--- src/rtl/b64d_pkg.sv ---
// Shared types, constants and the symbol lookup for the base64 stream decoder.
// No dependencies.
`default_nettype none

package b64d_pkg;

  localparam int unsigned CharW  = 8;
  localparam int unsigned SymW   = 6;
  localparam int unsigned LenW   = 16;
  localparam int unsigned OutDataW = 32;

  localparam logic [CharW-1:0] PadChar   = 8'h3D;
  localparam logic [LenW-1:0]  MaxLenRst = 16'hFFFF;

  typedef enum logic [1:0] {
    ST_RUN        = 2'd0,
    ST_OK         = 2'd1,
    ST_INCOMPLETE = 2'd2,
    ST_OVERFLOW   = 2'd3
  } status_t;

  // Symbol lookup: bit 6 marks a character outside the alphabet, bits 5:0 the value.
  function automatic logic [SymW:0] sym_lookup(input logic [CharW-1:0] c);
    logic [SymW:0] r;
    r = 7'h40;
    if (c inside {[8'h41:8'h5A]}) begin
      r = {1'b0, 6'(c - 8'h41)};
    end else if (c inside {[8'h61:8'h7A]}) begin
      r = {1'b0, 6'(c - 8'h61 + 8'd26)};
    end else if (c inside {[8'h30:8'h39]}) begin
      r = {1'b0, 6'(c - 8'h30 + 8'd52)};
    end else if (c == 8'h2B) begin
      r = {1'b0, 6'd62};
    end else if (c == 8'h2F) begin
      r = {1'b0, 6'd63};
    end else if (c == PadChar) begin
      r = {1'b0, 6'd0};
    end
    return r;
  endfunction

endpackage

`default_nettype wire

--- src/rtl/base64_stream_decoder.sv ---
// Base64 stream decoder top level: input register, group decode, result buffer.
// Depends on b64d_pkg.
//
// Channel | Dir | tdata (low bit up)                           | tuser      | tlast
// s_*     | in  | in_char[7:0]                                 | -          | end_of_input
// m_*     | out | out_byte[7:0], msg_status[9:8], total_len[25:10], 0s | byte_valid | run_last
// cfg_*   | in  | cfg_wdata = max_out_len, written when cfg_we | -          | -
//
// Path: a character enters the input register, is decoded combinationally from it into
//   the result buffer once the buffer is free, and its first result shows on m_* as
//   soon as the buffer loads.
// Rate: one character per cycle while each yields at most one result and m_tready
//   stays high; a closing group of three bytes holds the result buffer until all three
//   have left, since the buffer has a single output port.
// Reset clears the group, the byte count, draining and both valid flags;
//   max_out_len returns to 65535.
// Stalls: s_tready drops only while the input register is full and the result
//   buffer cannot take the next item's results.
`default_nettype none

module base64_stream_decoder
  import b64d_pkg::*;
(
  input  wire logic                clk,
  input  wire logic                rst,
  // slave stream: tdata = in_char[7:0]
  input  wire logic                s_tvalid,
  output logic                     s_tready,
  input  wire logic [CharW-1:0]    s_tdata,
  input  wire logic                s_tlast,
  // master stream: tdata = out_byte[7:0], msg_status[9:8], total_len[25:10], zero fill
  output logic                     m_tvalid,
  input  wire logic                m_tready,
  output logic [OutDataW-1:0]      m_tdata,
  output logic                     m_tuser,   // byte_valid
  output logic                     m_tlast,   // run_last
  // configuration: max_out_len
  input  wire logic                cfg_we,
  input  wire logic [LenW-1:0]     cfg_wdata
);

  // Configuration register
  logic [LenW-1:0] max_out_len;

  // Input register
  logic             in_valid;
  logic [CharW-1:0] in_char;
  logic             in_last;

  // Message state
  logic [1:0]      sym_count;
  logic [SymW-1:0] held [3];
  logic            third_pad;
  logic [LenW-1:0] bytes_written;
  logic            draining;

  // Result buffer: up to three results of one item
  logic            buf_valid;
  logic [7:0]      buf_byte [3];
  logic            buf_has_bytes;
  logic [1:0]      buf_last_idx;
  logic [1:0]      buf_ptr;
  status_t         buf_status;
  logic [LenW-1:0] buf_len0;

  logic buf_free;
  logic advance;

  // Buffer is free when empty or its final result leaves in this cycle.
  assign buf_free = !buf_valid || (m_tready && (buf_ptr == buf_last_idx));
  assign advance  = in_valid && buf_free;
  assign s_tready = !in_valid || buf_free;

  // Decode of the item held in the input register
  logic [SymW:0]   sym;
  logic            sym_ok;
  logic            is_pad;
  logic [7:0]      dec_byte [3];
  logic [1:0]      cnt;
  logic [LenW-1:0] room;
  logic [1:0]      room_sat;
  logic [1:0]      emit;
  logic            close_group;
  status_t         status;
  logic [1:0]      n_res;
  logic [1:0]      sym_count_next;
  logic            third_pad_next;
  logic [LenW-1:0] bytes_written_next;
  logic            draining_next;

  always_comb begin
    sym         = sym_lookup(in_char);
    sym_ok      = !sym[SymW];
    is_pad      = (in_char == PadChar);
    close_group = !draining && sym_ok && (sym_count == 2'd3);

    dec_byte[0] = {held[0], held[1][5:4]};
    dec_byte[1] = {held[1][3:0], held[2][5:2]};
    dec_byte[2] = {held[2][1:0], sym[SymW-1:0]};

    cnt      = third_pad ? 2'd1 : (is_pad ? 2'd2 : 2'd3);
    room     = (bytes_written < max_out_len) ? (max_out_len - bytes_written) : '0;
    room_sat = (room >= LenW'(3)) ? 2'd3 : room[1:0];
    emit     = close_group ? ((cnt <= room_sat) ? cnt : room_sat) : 2'd0;

    sym_count_next     = sym_count;
    third_pad_next     = third_pad;
    bytes_written_next = bytes_written;
    draining_next      = draining;
    status             = ST_RUN;

    if (draining) begin
      // drop everything up to the item marked last
      if (in_last) begin
        draining_next      = 1'b0;
        sym_count_next     = '0;
        third_pad_next     = 1'b0;
        bytes_written_next = '0;
      end
    end else begin
      if (sym_ok) begin
        if (sym_count != 2'd3) begin
          if (sym_count == 2'd2) begin
            third_pad_next = is_pad;
          end
          sym_count_next = sym_count + 2'd1;
        end else begin
          sym_count_next     = '0;
          third_pad_next     = 1'b0;
          bytes_written_next = bytes_written + LenW'(emit);
          if (emit < cnt) begin
            status = ST_OVERFLOW;
          end else if (cnt != 2'd3) begin
            status = ST_OK;
          end
        end
      end
      if (status == ST_RUN && in_last) begin
        status = (sym_count_next != 2'd0) ? ST_INCOMPLETE : ST_OK;
      end
      if (status != ST_RUN) begin
        // any final status closes the message
        sym_count_next     = '0;
        third_pad_next     = 1'b0;
        bytes_written_next = '0;
        draining_next      = !in_last;
      end
    end

    if (emit != 2'd0) begin
      n_res = emit;
    end else if (status != ST_RUN) begin
      n_res = 2'd1;
    end else begin
      n_res = 2'd0;
    end
  end

  // Configuration register
  always_ff @(posedge clk) begin
    if (rst) begin
      max_out_len <= MaxLenRst;
    end else if (cfg_we) begin
      max_out_len <= cfg_wdata;
    end
  end

  // Input register
  always_ff @(posedge clk) begin
    if (rst) begin
      in_valid <= 1'b0;
    end else if (s_tready) begin
      in_valid <= s_tvalid;
    end
  end

  always_ff @(posedge clk) begin
    if (s_tvalid && s_tready) begin
      in_char <= s_tdata;
      in_last <= s_tlast;
    end
  end

  // Message state
  always_ff @(posedge clk) begin
    if (rst) begin
      sym_count     <= '0;
      third_pad     <= 1'b0;
      bytes_written <= '0;
      draining      <= 1'b0;
    end else if (advance) begin
      sym_count     <= sym_count_next;
      third_pad     <= third_pad_next;
      bytes_written <= bytes_written_next;
      draining      <= draining_next;
    end
  end

  // Held symbols of the open group; no reset, each is written before it is read.
  always_ff @(posedge clk) begin
    if (advance && !draining && sym_ok && (sym_count != 2'd3)) begin
      held[sym_count] <= sym[SymW-1:0];
    end
  end

  // Result buffer control
  always_ff @(posedge clk) begin
    if (rst) begin
      buf_valid <= 1'b0;
      buf_ptr   <= '0;
    end else if (advance) begin
      buf_valid <= (n_res != 2'd0);
      buf_ptr   <= '0;
    end else if (buf_free) begin
      buf_valid <= 1'b0;
      buf_ptr   <= '0;
    end else if (m_tready) begin
      buf_ptr <= buf_ptr + 2'd1;
    end
  end

  // Result buffer payload
  always_ff @(posedge clk) begin
    if (advance) begin
      buf_byte      <= dec_byte;
      buf_has_bytes <= (emit != 2'd0);
      buf_last_idx  <= n_res - 2'd1;
      buf_status    <= status;
      buf_len0      <= bytes_written;
    end
  end

  // Present the result at buf_ptr
  logic            out_last;
  logic [7:0]      out_byte;
  logic [1:0]      out_status;
  logic [LenW-1:0] out_len;

  always_comb begin
    out_last   = (buf_ptr == buf_last_idx);
    out_byte   = buf_has_bytes ? buf_byte[buf_ptr] : 8'd0;
    out_status = out_last ? buf_status : ST_RUN;
    out_len    = buf_has_bytes ? (buf_len0 + LenW'(buf_ptr) + LenW'(1)) : buf_len0;
  end

  assign m_tvalid = buf_valid;
  assign m_tuser  = buf_has_bytes;
  assign m_tlast  = out_last;
  assign m_tdata  = {(OutDataW - 26)'(0), out_len, out_status, out_byte};

endmodule

`default_nettype wire

--- config.mk ---
export PLATFORM = sky130hd
export DESIGN_NAME = base64_stream_decoder
export DESIGN_NICKNAME = d
export VERILOG_FILES = /design/src/rtl/b64d_pkg.sv /design/src/rtl/base64_stream_decoder.sv
export SDC_FILE = /design/constraint.sdc
export NUM_CORES = 1
export LEC_CHECK = 0
export ABC_AREA = 1
export BUFFER_PORTS_ARGS = -buffer_cell sky130_fd_sc_hd__clkbuf_2
export CAP_MARGIN = 20
export CORE_MARGIN = 3
export CORE_UTILIZATION = 56
export DETAILED_ROUTE_END_ITERATION = 16
export PLACE_DENSITY = 0.82
export SYNTH_ARGS = -nofsm -noshare
export SYNTH_HDL_FRONTEND = slang
export SYNTH_SLANG_ARGS = --single-unit
--- constraint.sdc ---
create_clock -name clk -period 8.6 [get_ports clk]
set_input_delay 2.15 -clock clk [delete_from_list [all_inputs] [get_ports clk]]
set_output_delay 2.15 -clock clk [all_outputs]
set_load 0.01 [all_outputs]
==> impl_metrics.json <==
{
  "netlist_area_um2": 6815,
  "drtIter0Drc": 462,
  "start_kind": "register",
  "pin_count": 66,
  "tns_ns": 0,
  "clock_skew_ns": 0.01112,
  "synthesis.instances": 859,
  "die_area_um2": 13530,
  "vias": 5572,
  "irDropWorstVdd_uv": 95.33,
  "grt_overflow": 0,
  "clk_latency_ns": 0.36,
  "drive_gt1_frac": 0.1312,
  "min_to": "buf_byte[13]",
  "grt_pass1_wl_mm": 24.03,
  "end_kind": "primary output",
  "rr_worst_depth": 32,
  "grt.total_usage": 0.2242,
  "hold_start": "held[1][1]",
  "wirelength_mm": 14.39,
  "final_nets": 988,
  "antenna_found_initial": 0,
  "critPathKind": "reg -> out",
  "hp-class": "reg -> reg",
  "fin_area_um2": 7502,
  "die_w_um": 116.3,
  "finalCriticalPeriod_ns": 5.272,
  "cts_tree": "built",
  "status": "finished, final reports clean",
  "synth_warnings": 0,
  "ys_seq_elements": 112,
  "clkTransAtPathRegs_ns": 0.08,
  "clock_sinks": 112,
  "port_buffers": 59,
  "htreeDepth": 3,
  "grt_use_met1": 0.3292,
  "place_hpwl_mm": 11.05,
  "setup_viol_count_final": 0,
  "coreArea_um2": 11660,
  "initial_core_util": 0.5844,
  "fin_crit_sh": 0.6131,
  "numCtsBuffers": 9,
  "synth.avg_cell_area_um2": 7.934,
  "top_usage_layer": "met2",
  "wl_per_cell_um": 13.51,
  "dr.pass1.iters": 5,
  "cp.arrival_ns": 3.12,
  "ys_seq_area_frac": 0.4347,
  "maxSlewViolCount": 0,
  "synth_ff_type": "edfxtp_1",
  "grtUsageMet3": 0.03938,
  "grt_max_degree": 45,
  "holdPathStages": 0,
  "rsz0062_at_grt": "no",
  "n_antenna_cell": 0,
  "post-cts-setup-buffer-count": 0,
  "postCtsHoldBufs": 0,
  "row_count": 39,
  "grt_pass1_vias": 5055,
  "relSlewSlack": 0.5114,
  "ant_nets": 0,
  "powerDensity_nw_per_um2": 161.0,
  "clk_path_buf_depth": 2,
  "cellLeakagePower_nw": 3.470,
  "r2r-start": "bytes_written[10]",
  "hold_viol_final": 0,
  "area_delta_synth_final_pct": 10.08,
  "worst-slew-pin-transition_ns": 0.7320,
  "synth_edf_count": 72,
  "ff2ff_setup_slack_ns": 3.43,
  "synth_cell_types": 44,
  "vias_per_cell": 5.232,
  "route.detailed.drc": 0,
  "worst_r2r_endpoint": "bytes_written[14]",
  "met2_usage": 0.3432,
  "synthArstFlopShare": 0,
  "dpl_cell_area_um2": 7209,
  "fp.dieH_um": 116.3,
  "gp_congestion": 1.009,
  "cap_violations": 0,
  "cts-root-buf": "clkbuf_16",
  "fmax_ghz": 0.1897,
  "post_cts_resized": 0,
  "crit_required_ns": 6.45,
  "crit_path_max_fanout": 14
}
==> report_power, final <==
part	leakage, nW	total [mW]	switching (mW)	internal, mW
sequential	1.01	0.616	0.0172	0.599
clock	0.140	0.415	0.209	0.205
combinational	2.32	0.177	0.117	0.0595
total	3.47	1.21	0.344	0.864
==> area by class of cell <==
class,instances,area [µm²]
fillers,1000,4160
multi-input cells,588,3214
flip-flops and latches,112,2963
inverters,146,550.5
repair buffers,60,302.8
clock buffers,10,229.0
well taps,143,178.9
clock inverters,6,63.81
==> routing by layer <==
metal	up-vias	part of all wire	wire [µm]
met4	0	0.012	173
met5	-	0	0
met1	2508	0.49	7004
met3	12	0.063	903
met2	175	0.44	6307
li1	2877	-	-
==> cell usage after synthesis (2+ instances only) <==
master / count / area (µm²)
a21oi_1: 35 / 175.2
a21oi_2: 2 / 17.52
a21oi_4: 2 / 32.53
a31oi_1: 3 / 18.77
a41oi_1: 2 / 17.52
and2_1: 2 / 12.51
buf_4: 8 / 60.06
clkbuf_1: 8 / 30.03
dfxtp_1: 40 / 800.8
edfxtp_1: 72 / 2162
fa_1: 3 / 60.06
ha_1: 38 / 475.5
inv_1: 138 / 518.0
inv_2: 7 / 26.28
nand2_1: 218 / 818.3
nand2_2: 7 / 43.79
nand2_4: 5 / 56.30
nand3_1: 62 / 310.3
nand3b_1: 4 / 30.03
nand4_1: 19 / 118.9
nor2_1: 77 / 289.0
nor2_2: 13 / 81.33
nor2_4: 3 / 33.78
nor3_1: 14 / 70.07
nor4_1: 3 / 18.77
o21ai_0: 22 / 110.1
o21ai_1: 5 / 25.02
o21ai_2: 2 / 17.52
o22ai_1: 2 / 12.51
o31ai_1: 3 / 22.52
xnor2_1: 5 / 43.79
xor2_1: 23 / 201.4
==> worst max-delay path by stage <==
stage | startpoint | to | slack, ns | cells past startpoint
3_5_place_dp | bytes_written[10] | bytes_written[14] | 3.57 | 32
6_report | buf_ptr[0] | m_tdata[25] | 3.33 | 11
2_1_floorplan | m_tready | s_tready | 4.02 | 4
4_1_cts | buf_ptr[0] | m_tdata[25] | 3.31 | 11
5_1_grt | max_out_len[0] | bytes_written[14] | 2.81 | 32
3_3_place_gp | max_out_len[0] | bytes_written[14] | 3.71 | 32
==> sequential cells by signal (all words and copies together) (netlist names), 2 cells and up <==
register,count
buf_last_idx,2
bytes_written,16
buf_ptr,2
buf_len0,16
held,18
sym_count,2
buf_status,2
max_out_len,16
in_char,8
buf_byte,24
==> kinds of logic (layout without fill, tap and decap cells) <==
logic type                 after synthesis  in the layout  share of synthesized area
AOI/OAI and AO/OA                       81             81                    0.06940
xor gates and xnor gates                28             28                    0.03598
adders and majority gates               41             41                    0.07858
buffers and inverters                  164            222                    0.09638
DFF                                    112            112                     0.4347
other                                    1              6                  0.0005502
and+or+nand+nor                        432            432                     0.2844
==> placed cells by master (no fill, tap or decap), types with 2 or more instances in the layout <==
cell	n
inv_2	7
nor2_4	3
o21ai_2	2
edfxtp_1	72
inv_8	2
o22ai_1	2
a31oi_1	3
clkbuf_2	59
clkbuf_16	9
nor4_1	3
o21ai_1	5
nand4_1	19
dfxtp_1	40
nand3_1	62
o31ai_1	3
inv_1	138
o21ai_0	22
xor2_1	23
nand2_2	7
nand2_1	218
and2_1	2
a21oi_4	2
nor2_2	13
nor2_1	77
ha_1	38
conb_1	6
nand3b_1	4
fa_1	3
nor3_1	14
a41oi_1	2
xnor2_1	5
a21oi_1	35
a21oi_2	2
nand2_4	5
==> through the flow <==
step / hold slack (ns) / power, mW / util / instances / worst slack [ns]
finish: 0.4248 / 1.208 / 0.6433 / 1065 / 3.328
global placement: 0.4001 / 0.7995 / 0.6182 / 1049 / 3.706
global route: 0.4305 / 1.262 / 0.6433 / 1065 / 2.814
CTS: 0.4227 / 1.214 / 0.6433 / 1065 / 3.311
floorplan: 0.4003 / 0.7538 / - / 864 / 4.019
detailed placement: 0.4045 / 0.8027 / 0.6182 / 1049 / 3.571
==> critical path, cell delays in order (launching register included) <==
cell	delay, ns
dfxtp_1	0.63
inv_1	0.27
ha_1	0.26
inv_1	0.08
a21o_1	0.13
nand4_1	0.12
nor3_1	0.28
nand3_1	0.18
nor3_1	0.33
nand4_1	0.16
xnor2_1	0.16
clkbuf_2	0.15
(Power assumes the default switching activity.)
